`src/shcj_pkg.sv`:
```
// Shared types, constants and register codes for the stepper homing,
// centering and jog block. No dependencies.
package shcj_pkg;

   localparam int COUNT_BITS_DEF = 24;

   localparam int ACTION_W  = 2;
   localparam int JOY_W     = 10;
   localparam int PERIOD_W  = 16;
   localparam int DEBOUNCE_W = 17;
   localparam int DWELL_W   = 22;
   localparam int FIELD_W   = 24;
   localparam int CSR_IDX_W = 3;
   localparam int CSR_DATA_W = 22;

   localparam logic [ACTION_W-1:0] ACT_TICK  = 2'd0;
   localparam logic [ACTION_W-1:0] ACT_START = 2'd1;
   localparam logic [ACTION_W-1:0] ACT_END   = 2'd2;

   localparam logic [CSR_IDX_W-1:0] CSR_STEP_PERIOD = 3'd0;
   localparam logic [CSR_IDX_W-1:0] CSR_DEBOUNCE    = 3'd1;
   localparam logic [CSR_IDX_W-1:0] CSR_DWELL       = 3'd2;
   localparam logic [CSR_IDX_W-1:0] CSR_JOY_HIGH    = 3'd3;
   localparam logic [CSR_IDX_W-1:0] CSR_JOY_LOW     = 3'd4;

   localparam logic [PERIOD_W-1:0]   STEP_PERIOD_RST = 16'd800;
   localparam logic [DEBOUNCE_W-1:0] DEBOUNCE_RST    = 17'd50000;
   localparam logic [DWELL_W-1:0]    DWELL_RST       = 22'd2000000;
   localparam logic [JOY_W-1:0]      JOY_HIGH_RST    = 10'd800;
   localparam logic [JOY_W-1:0]      JOY_LOW_RST     = 10'd300;

   localparam logic [DEBOUNCE_W-1:0] DEBOUNCE_MAX = '1;

   typedef enum logic [2:0] {
      MODE_SEEK_START  = 3'd0,
      MODE_SEEK_END    = 3'd1,
      MODE_SEEK_MIDDLE = 3'd2,
      MODE_DWELL       = 3'd3,
      MODE_JOG         = 3'd4
   } shcj_mode_type;

   typedef struct packed {
      logic [PERIOD_W-1:0]   step_period_us;
      logic [DEBOUNCE_W-1:0] debounce_us;
      logic [DWELL_W-1:0]    dwell_us;
      logic [JOY_W-1:0]      joy_high;
      logic [JOY_W-1:0]      joy_low;
   } shcj_cfg_type;

   typedef struct packed {
      logic [ACTION_W-1:0] action;
      logic [JOY_W-1:0]    joystick;
   } shcj_item_type;

   typedef struct packed {
      logic               enable_n;
      logic               step_level;
      logic               direction;
      logic [2:0]         mode;
      logic [FIELD_W-1:0] position;
      logic [FIELD_W-1:0] middle;
   } shcj_result_type;

   // Status of the engine's state, for checks at the top level
   typedef struct packed {
      shcj_mode_type mode;
      logic          count_ge_middle;
   } shcj_status_type;

endpackage

```
`src/shcj_if.sv`:
```
// Valid/ready channel interfaces for the request and response transactions.
// Depends on shcj_pkg.
interface shcj_req_if;
   import shcj_pkg::*;
   logic                valid;
   logic                ready;
   logic [ACTION_W-1:0] action;
   logic [JOY_W-1:0]    joystick;
   modport source (output valid, action, joystick, input ready);
   modport sink   (input valid, action, joystick, output ready);
endinterface

interface shcj_rsp_if;
   import shcj_pkg::*;
   logic               valid;
   logic               ready;
   logic               enable_n;
   logic               step_level;
   logic               direction;
   logic [2:0]         mode;
   logic [FIELD_W-1:0] position;
   logic [FIELD_W-1:0] middle;
   modport source (output valid, enable_n, step_level, direction, mode, position, middle,
                   input ready);
   modport sink   (input valid, enable_n, step_level, direction, mode, position, middle,
                   output ready);
endinterface

```
`src/shcj_engine.sv`:
```
// Sequencer state and its combinational update for one tick or switch edge.
// Depends on shcj_pkg.
module shcj_engine #(
   parameter int COUNT_BITS = shcj_pkg::COUNT_BITS_DEF
) (
   input  logic                      clock,
   input  logic                      reset,
   input  logic                      step_en,
   input  shcj_pkg::shcj_item_type   item,
   input  shcj_pkg::shcj_cfg_type    cfg,
   output shcj_pkg::shcj_result_type result,
   output shcj_pkg::shcj_status_type status
);
   import shcj_pkg::*;

   localparam logic [COUNT_BITS-1:0] CountMax = '1;

   shcj_mode_type           mode_ff, mode_in, mode_mid;
   logic                    await_ff, await_in;
   logic [COUNT_BITS-1:0]   count_ff, count_in, count_dec;
   logic [COUNT_BITS-1:0]   middle_ff, middle_in;
   logic [PERIOD_W-1:0]     step_timer_ff, step_timer_in, period;
   logic [DEBOUNCE_W-1:0]   debounce_ff, debounce_in;
   logic [DWELL_W-1:0]      dwell_ff, dwell_in;
   logic                    step_ff, step_in;
   logic                    enable_ff, enable_in;
   logic                    dir_ff, dir_in;
   logic                    is_start, is_end, fire, passed, joy_hi, joy_lo;

   assign is_start  = (item.action == ACT_START);
   assign is_end    = (item.action == ACT_END);
   assign period    = (cfg.step_period_us == '0) ? PERIOD_W'(1) : cfg.step_period_us;
   assign fire      = ({1'b0, step_timer_ff} + (PERIOD_W+1)'(1)) >= {1'b0, period};
   assign passed    = debounce_ff > cfg.debounce_us;
   assign count_dec = (count_ff != '0) ? count_ff - COUNT_BITS'(1) : count_ff;
   assign joy_hi    = item.joystick > cfg.joy_high;
   assign joy_lo    = item.joystick < cfg.joy_low;
   // dwell expiry happens before the step firing within the same tick
   assign mode_mid  = (mode_ff == MODE_DWELL && dwell_ff >= cfg.dwell_us) ? MODE_JOG : mode_ff;

   always_comb begin
      mode_in       = mode_ff;
      await_in      = await_ff;
      count_in      = count_ff;
      middle_in     = middle_ff;
      step_timer_in = step_timer_ff;
      debounce_in   = debounce_ff;
      dwell_in      = dwell_ff;
      step_in       = step_ff;
      enable_in     = enable_ff;
      dir_in        = dir_ff;
      if (is_start || is_end) begin
         if (mode_ff != MODE_JOG) begin
            if (passed && is_start && await_ff) begin
               await_in = 1'b0;
               count_in = '0;
               mode_in  = MODE_SEEK_END;
            end else if (passed && is_end && !await_ff) begin
               await_in  = 1'b1;
               middle_in = count_ff >> 1;
               mode_in   = MODE_SEEK_MIDDLE;
            end
            debounce_in = '0;
         end
      end else begin
         if (debounce_ff < DEBOUNCE_MAX) begin
            debounce_in = debounce_ff + DEBOUNCE_W'(1);
         end
         mode_in = mode_mid;
         if (mode_ff == MODE_DWELL && dwell_ff < cfg.dwell_us) begin
            dwell_in = dwell_ff + DWELL_W'(1);
         end
         if (fire) begin
            step_timer_in = '0;
            case (mode_mid)
               MODE_SEEK_START: begin
                  enable_in = 1'b0;
                  step_in   = !step_ff;
                  dir_in    = 1'b0;
               end
               MODE_SEEK_END: begin
                  enable_in = 1'b0;
                  step_in   = !step_ff;
                  dir_in    = 1'b1;
                  if (count_ff != CountMax) begin
                     count_in = count_ff + COUNT_BITS'(1);
                  end
               end
               MODE_SEEK_MIDDLE: begin
                  enable_in = 1'b0;
                  step_in   = !step_ff;
                  dir_in    = 1'b0;
                  count_in  = count_dec;
                  if (count_dec <= middle_ff) begin
                     enable_in = 1'b1;
                     mode_in   = MODE_DWELL;
                     dwell_in  = '0;
                  end
               end
               MODE_JOG: begin
                  // both thresholds crossed: two toggles cancel, the low side wins (direction 0)
                  enable_in = !(joy_hi || joy_lo);
                  step_in   = step_ff ^ joy_hi ^ joy_lo;
                  dir_in    = joy_lo ? 1'b0 : (joy_hi ? 1'b1 : dir_ff);
               end
               default: begin
               end
            endcase
         end else begin
            step_timer_in = step_timer_ff + PERIOD_W'(1);
         end
      end
   end

   always_ff @(posedge clock) begin
      if (reset) begin
         mode_ff       <= MODE_SEEK_START;
         await_ff      <= 1'b1;
         count_ff      <= '0;
         middle_ff     <= '0;
         step_timer_ff <= '0;
         debounce_ff   <= '0;
         dwell_ff      <= '0;
         step_ff       <= 1'b1;
         enable_ff     <= 1'b1;
         dir_ff        <= 1'b0;
      end else if (step_en) begin
         mode_ff       <= mode_in;
         await_ff      <= await_in;
         count_ff      <= count_in;
         middle_ff     <= middle_in;
         step_timer_ff <= step_timer_in;
         debounce_ff   <= debounce_in;
         dwell_ff      <= dwell_in;
         step_ff       <= step_in;
         enable_ff     <= enable_in;
         dir_ff        <= dir_in;
      end
   end

   assign result.enable_n   = enable_in;
   assign result.step_level = step_in;
   assign result.direction  = dir_in;
   assign result.mode       = mode_in;
   assign result.position   = FIELD_W'(count_in);
   assign result.middle     = FIELD_W'(middle_in);

   assign status.mode            = mode_ff;
   assign status.count_ge_middle = count_ff >= middle_ff;

endmodule

```
`src/stepper_homing_centering_jog.sv`:
```
// Top level of the stepper homing, centering and jog sequencer.
// Depends on shcj_pkg, shcj_if and shcj_engine.

// Every request transaction is one microsecond tick (action 0, or the unused
// code 3) or a debounced falling edge of the start (1) or end (2) limit switch.
// The block homes to the start switch, runs to the end switch counting steps,
// returns to half of that travel, dwells, and then jogs by joystick level.
// Each request yields exactly one response carrying the step, direction and
// enable lines, the mode, the position and the computed middle, all as they
// stand after that request. Throughput is one transaction per clock while
// responses are taken; a request is registered, the sequencer state is updated
// from it combinationally, and the response is registered, so a response is
// offered once its held request advances, when the response register is free
// or being drained. The combinational state update of the sequencer sets that
// rate. While a response waits, one more request can be taken into the input
// register; then the request side stalls until the response is taken. CSR writes
// (index 0 step period, 1 debounce, 2 dwell, 3 joystick high, 4 joystick low)
// must be made only while the block is idle.
module stepper_homing_centering_jog #(
   parameter int COUNT_BITS = shcj_pkg::COUNT_BITS_DEF
) (
   input  logic                             clock,
   input  logic                             reset,
   shcj_req_if.sink                         req_ch,
   shcj_rsp_if.source                       rsp_ch,
   input  logic                             csr_we,
   input  logic [shcj_pkg::CSR_IDX_W-1:0]   csr_index,
   input  logic [shcj_pkg::CSR_DATA_W-1:0]  csr_wdata
);
   import shcj_pkg::*;

   shcj_cfg_type    cfg_ff;
   shcj_item_type   in_item_ff;
   logic            in_valid_ff;
   shcj_result_type out_ff, result;
   logic            out_valid_ff;
   logic            advance;
   shcj_status_type status;

   // CSR writes
   always_ff @(posedge clock) begin
      if (reset) begin
         cfg_ff.step_period_us <= STEP_PERIOD_RST;
         cfg_ff.debounce_us    <= DEBOUNCE_RST;
         cfg_ff.dwell_us       <= DWELL_RST;
         cfg_ff.joy_high       <= JOY_HIGH_RST;
         cfg_ff.joy_low        <= JOY_LOW_RST;
      end else if (csr_we) begin
         unique case (csr_index)
            CSR_STEP_PERIOD: cfg_ff.step_period_us <= csr_wdata[PERIOD_W-1:0];
            CSR_DEBOUNCE:    cfg_ff.debounce_us    <= csr_wdata[DEBOUNCE_W-1:0];
            CSR_DWELL:       cfg_ff.dwell_us       <= csr_wdata[DWELL_W-1:0];
            CSR_JOY_HIGH:    cfg_ff.joy_high       <= csr_wdata[JOY_W-1:0];
            CSR_JOY_LOW:     cfg_ff.joy_low        <= csr_wdata[JOY_W-1:0];
            default: begin
            end
         endcase
      end
   end

   // The held request is processed when the response register is free or
   // is being drained this cycle.
   assign advance      = in_valid_ff && (!out_valid_ff || rsp_ch.ready);
   assign req_ch.ready = !in_valid_ff || advance;

   always_ff @(posedge clock) begin
      if (reset) begin
         in_valid_ff  <= 1'b0;
         out_valid_ff <= 1'b0;
      end else begin
         if (req_ch.ready) begin
            in_valid_ff <= req_ch.valid;
         end
         if (advance) begin
            out_valid_ff <= 1'b1;
         end else if (rsp_ch.ready) begin
            out_valid_ff <= 1'b0;
         end
      end
   end

   // payload registers
   always_ff @(posedge clock) begin
      if (req_ch.ready && req_ch.valid) begin
         in_item_ff.action   <= req_ch.action;
         in_item_ff.joystick <= req_ch.joystick;
      end
      if (advance) begin
         out_ff <= result;
      end
   end

   shcj_engine #(.COUNT_BITS(COUNT_BITS)) u_engine (
      .clock   (clock),
      .reset   (reset),
      .step_en (advance),
      .item    (in_item_ff),
      .cfg     (cfg_ff),
      .result  (result),
      .status  (status)
   );

   assign rsp_ch.valid      = out_valid_ff;
   assign rsp_ch.enable_n   = out_ff.enable_n;
   assign rsp_ch.step_level = out_ff.step_level;
   assign rsp_ch.direction  = out_ff.direction;
   assign rsp_ch.mode       = out_ff.mode;
   assign rsp_ch.position   = out_ff.position;
   assign rsp_ch.middle     = out_ff.middle;

   // Jog is final until reset.
   a_jog_sticky: assert property (@(posedge clock) disable iff (reset)
      status.mode == MODE_JOG |=> status.mode == MODE_JOG)
      else $error("sequencer left jog mode");

   // Centering never goes below the middle it is heading for.
   a_center_bound: assert property (@(posedge clock) disable iff (reset)
      status.mode == MODE_SEEK_MIDDLE |-> status.count_ge_middle)
      else $error("position below middle while centering");

   // A held request with a stalled response must not let a new transaction in.
   a_no_overrun: assert property (@(posedge clock) disable iff (reset)
      in_valid_ff && out_valid_ff && !rsp_ch.ready |-> !req_ch.ready)
      else $error("request accepted while pipeline is full");

   // The engine state moves only when a transaction is processed.
   a_state_hold: assert property (@(posedge clock) disable iff (reset)
      !advance |=> $stable(status))
      else $error("sequencer state changed without a transaction");

endmodule
```
`src/flat_wrapper.sv`:
```
// flat-port wrapper written by rule: the top's interface ports become plain ports
module stepper_homing_centering_jog_flat import shcj_pkg::*;
#(
   parameter int COUNT_BITS = shcj_pkg::COUNT_BITS_DEF
)
  (clock, reset, csr_we, csr_index, csr_wdata, req_ch_valid, req_ch_action, req_ch_joystick, req_ch_ready, rsp_ch_valid, rsp_ch_enable_n, rsp_ch_step_level, rsp_ch_direction, rsp_ch_mode, rsp_ch_position, rsp_ch_middle, rsp_ch_ready);
  shcj_req_if req_ch_i ();
  shcj_rsp_if rsp_ch_i ();
  input  logic clock;
  input  logic reset;
  input  logic csr_we;
  input  logic [shcj_pkg::CSR_IDX_W-1:0] csr_index;
  input  logic [shcj_pkg::CSR_DATA_W-1:0] csr_wdata;
  input wire logic [$bits(req_ch_i.valid)-1:0] req_ch_valid;
  input wire logic [$bits(req_ch_i.action)-1:0] req_ch_action;
  input wire logic [$bits(req_ch_i.joystick)-1:0] req_ch_joystick;
  output wire logic [$bits(req_ch_i.ready)-1:0] req_ch_ready;
  output wire logic [$bits(rsp_ch_i.valid)-1:0] rsp_ch_valid;
  output wire logic [$bits(rsp_ch_i.enable_n)-1:0] rsp_ch_enable_n;
  output wire logic [$bits(rsp_ch_i.step_level)-1:0] rsp_ch_step_level;
  output wire logic [$bits(rsp_ch_i.direction)-1:0] rsp_ch_direction;
  output wire logic [$bits(rsp_ch_i.mode)-1:0] rsp_ch_mode;
  output wire logic [$bits(rsp_ch_i.position)-1:0] rsp_ch_position;
  output wire logic [$bits(rsp_ch_i.middle)-1:0] rsp_ch_middle;
  input wire logic [$bits(rsp_ch_i.ready)-1:0] rsp_ch_ready;
  assign req_ch_i.valid = req_ch_valid;
  assign req_ch_i.action = req_ch_action;
  assign req_ch_i.joystick = req_ch_joystick;
  assign req_ch_ready = req_ch_i.ready;
  assign rsp_ch_valid = rsp_ch_i.valid;
  assign rsp_ch_enable_n = rsp_ch_i.enable_n;
  assign rsp_ch_step_level = rsp_ch_i.step_level;
  assign rsp_ch_direction = rsp_ch_i.direction;
  assign rsp_ch_mode = rsp_ch_i.mode;
  assign rsp_ch_position = rsp_ch_i.position;
  assign rsp_ch_middle = rsp_ch_i.middle;
  assign rsp_ch_i.ready = rsp_ch_ready;
  stepper_homing_centering_jog #(.COUNT_BITS(COUNT_BITS)) u_core (.clock(clock), .reset(reset), .req_ch(req_ch_i), .rsp_ch(rsp_ch_i), .csr_we(csr_we), .csr_index(csr_index), .csr_wdata(csr_wdata));
endmodule
```
`config.mk`:
```
export PLATFORM = sky130hd
export DESIGN_NAME = stepper_homing_centering_jog_flat
export DESIGN_NICKNAME = d
export VERILOG_FILES = /design/src/shcj_pkg.sv /design/src/shcj_if.sv /design/src/shcj_engine.sv /design/src/stepper_homing_centering_jog.sv /design/src/flat_wrapper.sv
export SDC_FILE = /design/constraint.sdc
export NUM_CORES = 1
export LEC_CHECK = 0
export BUFFER_PORTS_ARGS = -buffer_cell sky130_fd_sc_hd__buf_2
export CAP_MARGIN = 15
export CELL_PAD_IN_SITES_DETAIL_PLACEMENT = 1
export CELL_PAD_IN_SITES_GLOBAL_PLACEMENT = 2
export CORE_ASPECT_RATIO = 0.9
export CORE_MARGIN = 10
export CORE_UTILIZATION = 38
export CTS_CLUSTER_SIZE = 24
export DETAILED_ROUTE_END_ITERATION = 8
export PLACE_DENSITY = 0.92
export SETUP_SLACK_MARGIN = 0.3
export SYNTH_ARGS = -nofsm -noshare
export SYNTH_HDL_FRONTEND = slang
export SYNTH_SLANG_ARGS = --single-unit
```
`constraint.sdc`:
```
create_clock -name clock -period 4.1 [get_ports clock]
set_input_delay 0.205 -clock clock [delete_from_list [all_inputs] [get_ports clock]]
set_output_delay 0.205 -clock clock [all_outputs]
set_load 0.05 [all_outputs]
```
==> results.toml <==
[run_status]
outcome = "finished, final reports clean"

[route]
dr.pass1.iters = 5
avgRoutedWirePerCell_microns = 20.23
drt_iter0_markers = 855
via_per_inst = 5.578
wl_microns = 47870
antenna_left = 0
highest_layer = "met5"
vias = 13200
wl_met3_microns = 2254
drt-met1-wl_microns = 21570
drc = 0
route.met2.wl_microns = 22890

[yosys]
synthSimpleGateAreaFrac_pct = 21.06
ys.flop_type = "dfxtp_1"
synthDistinctLibCells = 73
netlist_instances = 1694
yosysWarnings = 0
synth_seq_cells = 253
synthAdderAreaFrac_pct = 9.233
syn-num-nets = 1842
synth_top_family_by_area = "simple AND/OR/NAND/NOR gates"
async_flop_share_pct = 0
muxShareOfSynthArea_pct = 3.380
synth_compound_area_share_pct = 15.86
syn_area_per_cell_sq_um = 8.479
syn_area_sq_um = 14360
ys_seq_area_share_pct = 39.86
synth_xor_area_share_pct = 4.695
synth-edff-count = 66

[place]
port_buffers = 97
post-place-cells = 2238
postPlaceCellArea_sq_um = 15540
routabilityCongestion = 0.8763
hpwl_microns = 33250

[layout]
fin_area_sq_um = 17490
multi_input_area_sq_um = 8054
nFillCells = 4387
layout.nets = 2007
layout-drive-gt1-share_pct = 17.53
synthToLayoutAreaGrowth_pct = 21.74
fin_cells = 2366
regArea_sq_um = 5738

[sta]
fin_crit_sh_pct = 93.61
skew_ps = 13.68
relSlewSlack_pct = 24.86
max_freq_mhz = 260.6
final_hold_viol_count = 0
min_period_ps = 3838
worstMarginPinSlew_ps = 1120
setup_violations = 0
grt_setup_unrepaired = "true"
drv_slew = 0

[grt]
grt_usage_pct = 20.07
grt_start_max_net_pins = 91
grt_pass1_vias = 13610
antenna_found_initial = 2
grt_pass1_wl_microns = 74990
overflow = 0

[critical_path]
worstSetupPathType = "flop to flop"
max_stage_delay_ps = 590
cpMaxStageDelayCell = "or4_4"
start_kind = "flop"
cp_max_fo = 5
crit_chain = "or4_4 -> or4_4 -> nand4_1 -> buf_4 -> xnor2_2 -> ha_1 -> nand4_1 -> buf_4 -> inv_1 -> a21oi_2 -> o2111ai_2 -> o21ai_2 -> a21o_1 -> mux2_2"
worst-path-buf-inv = 3
cpLargestDelayFamily = "simple AND/OR/NAND/NOR gates"
worst-endpoint-arrival_ps = 4150
required_ps = 4420
end_kind = "flop"

[min_path]
hp-class = "input port to flop"

[cts]
cts.clk_slew.worst_paths_ps = 60
clock_sinks = 253
clkLatencyLatePin_ps = 570
numCtsBuffers = 29
cts_htree_levels = 1
cts_tree = "built"
cts-root-buf = "clkbuf_16"
clock_path_buffers = 3

[floorplanning]
die-area_sq_um = 45990
rows = 67
die_h_microns = 204.4
core-area_sq_um = 37300
die_w_microns = 224.9
start_util_pct = 38.50
ios = 98

[power_and_ir_drop]
power.density_nw_per_um2 = 327.6
p_leak_nw = 7.029
peakVddDrop_mv = 0.2711

[run]
drv_cap = 0
==> logic make-up (layout without fill, tap and decap cells) <==
kind of cell,after synthesis,count (layout)
simple gates,642,642
mux,46,46
fa+ha+maj,106,106
xor+xnor,77,77
other cells,0,1
flops,253,253
compound gates,355,356
buf+inv,215,402
==> state kept, by name, indices dropped and copies added (netlist names), 3 cells and up <==
register,cells
u_core.cfg_ff,75
u_core.in_item_ff,12
u_core.rsp_ch.middle,24
u_core.rsp_ch.mode,3
u_core.rsp_ch.position,24
u_core.u_engine.count_ff,24
u_core.u_engine.debounce_ff,17
u_core.u_engine.dwell_ff,22
u_core.u_engine.middle_ff,24
u_core.u_engine.mode_ff,3
u_core.u_engine.step_timer_ff,16
==> metrics by stage <==
step,util (%),TNS [ps],power (mW),hold slack [ps],setup slack [ps]
finish,46.88,0,5.729,66.75,262.0
global route,46.88,0,5.926,72.51,159.0
CTS,45.72,0,5.775,44.29,267.9
detailed placement,41.66,-1394,3.079,383.3,-172.6
global placement,41.66,-1336,3.065,381.9,-171.3
floorplan,-,0,2.927,303.9,484.4
==> repair_timing <==
item,4_1_cts,5_1_grt
hold buffers,37,0
pin swaps,12,20
cloned,0,3
setup buffers,11,22
hold endpoints to repair,81,0
setup endpoints to repair,72,89
resized for setup,24,55
==> routing by layer <==
layer  up-vias  GRT usage, %
met2       296         33.84
met1      6534         26.02
met3        71         3.242
li1       6295             -
met4         2         5.557
met5         -             0
==> cells in the final DEF, fill, tap and decap left out, types with 53 or more instances in the layout <==
cell type    n
nand2_1    243
dfxtp_1    181
nor2_1     144
a21oi_1    128
inv_1      119
ha_1       105
buf_2       97
buf_4       84
edfxtp_1    66
nand3_1     59
xnor2_1     55
o21ai_0     53
==> final timing paths <==
kind / start / to / slack (ps) / depth (start not counted)
max: u_core.u_engine.count_ff[16] / u_core.rsp_ch.enable_n / 260 / 14
min: reset / u_core.u_engine.middle_ff[19] / 70 / 2
max reg2reg: u_core.u_engine.count_ff[16] / u_core.rsp_ch.enable_n / 260 / 14
min reg2reg: u_core.cfg_ff[49] / u_core.cfg_ff[49] / 460 / 2
==> where the power goes <==
group	leakage, nW	internal (mW)	switching (mW)	total (mW)
clock network	0.490	1.57	1.10	2.67
registers	2.15	2.61	0.0269	2.63
logic	4.39	0.131	0.300	0.431
total	7.03	4.30	1.43	5.73
==> synth_stat cells (all sizes together), types with 10 or more instances <==
cell type    n  share of area (%)
a211oi      14               0.80
a21o        19               0.99
a21oi      134                4.7
a22oi       11               0.57
a31oi       18               0.78
and3        21               0.91
and4        12               0.73
buf         30                1.1
clkbuf      65                1.7
dfxtp      187                 26
edfxtp      66                 14
ha         106                9.2
inv        120                3.1
mux2        20                1.6
mux2i       26                1.8
nand2      246                6.4
nand2b      11               0.48
nand3       62                2.2
nand4       34                1.5
nor2       152                4.0
nor3        38                1.4
nor4        16               0.95
o211ai      28                1.5
o21ai       67                2.4
or3         10               0.44
xnor2       57                3.5
xor2        20                1.2
==> final cells by class <==
type                       instances  share of cell area [%]
clock buffer                      44                   5.116
sequential                       253                   32.81
inverter                         120                   2.576
timing repair buffer             228                   9.495
clock inverter                    10                  0.4722
tap                              483                   3.456
multi-input combinational       1227                   46.06
antenna                            1                 0.01431
(Power assumes the default switching activity.)
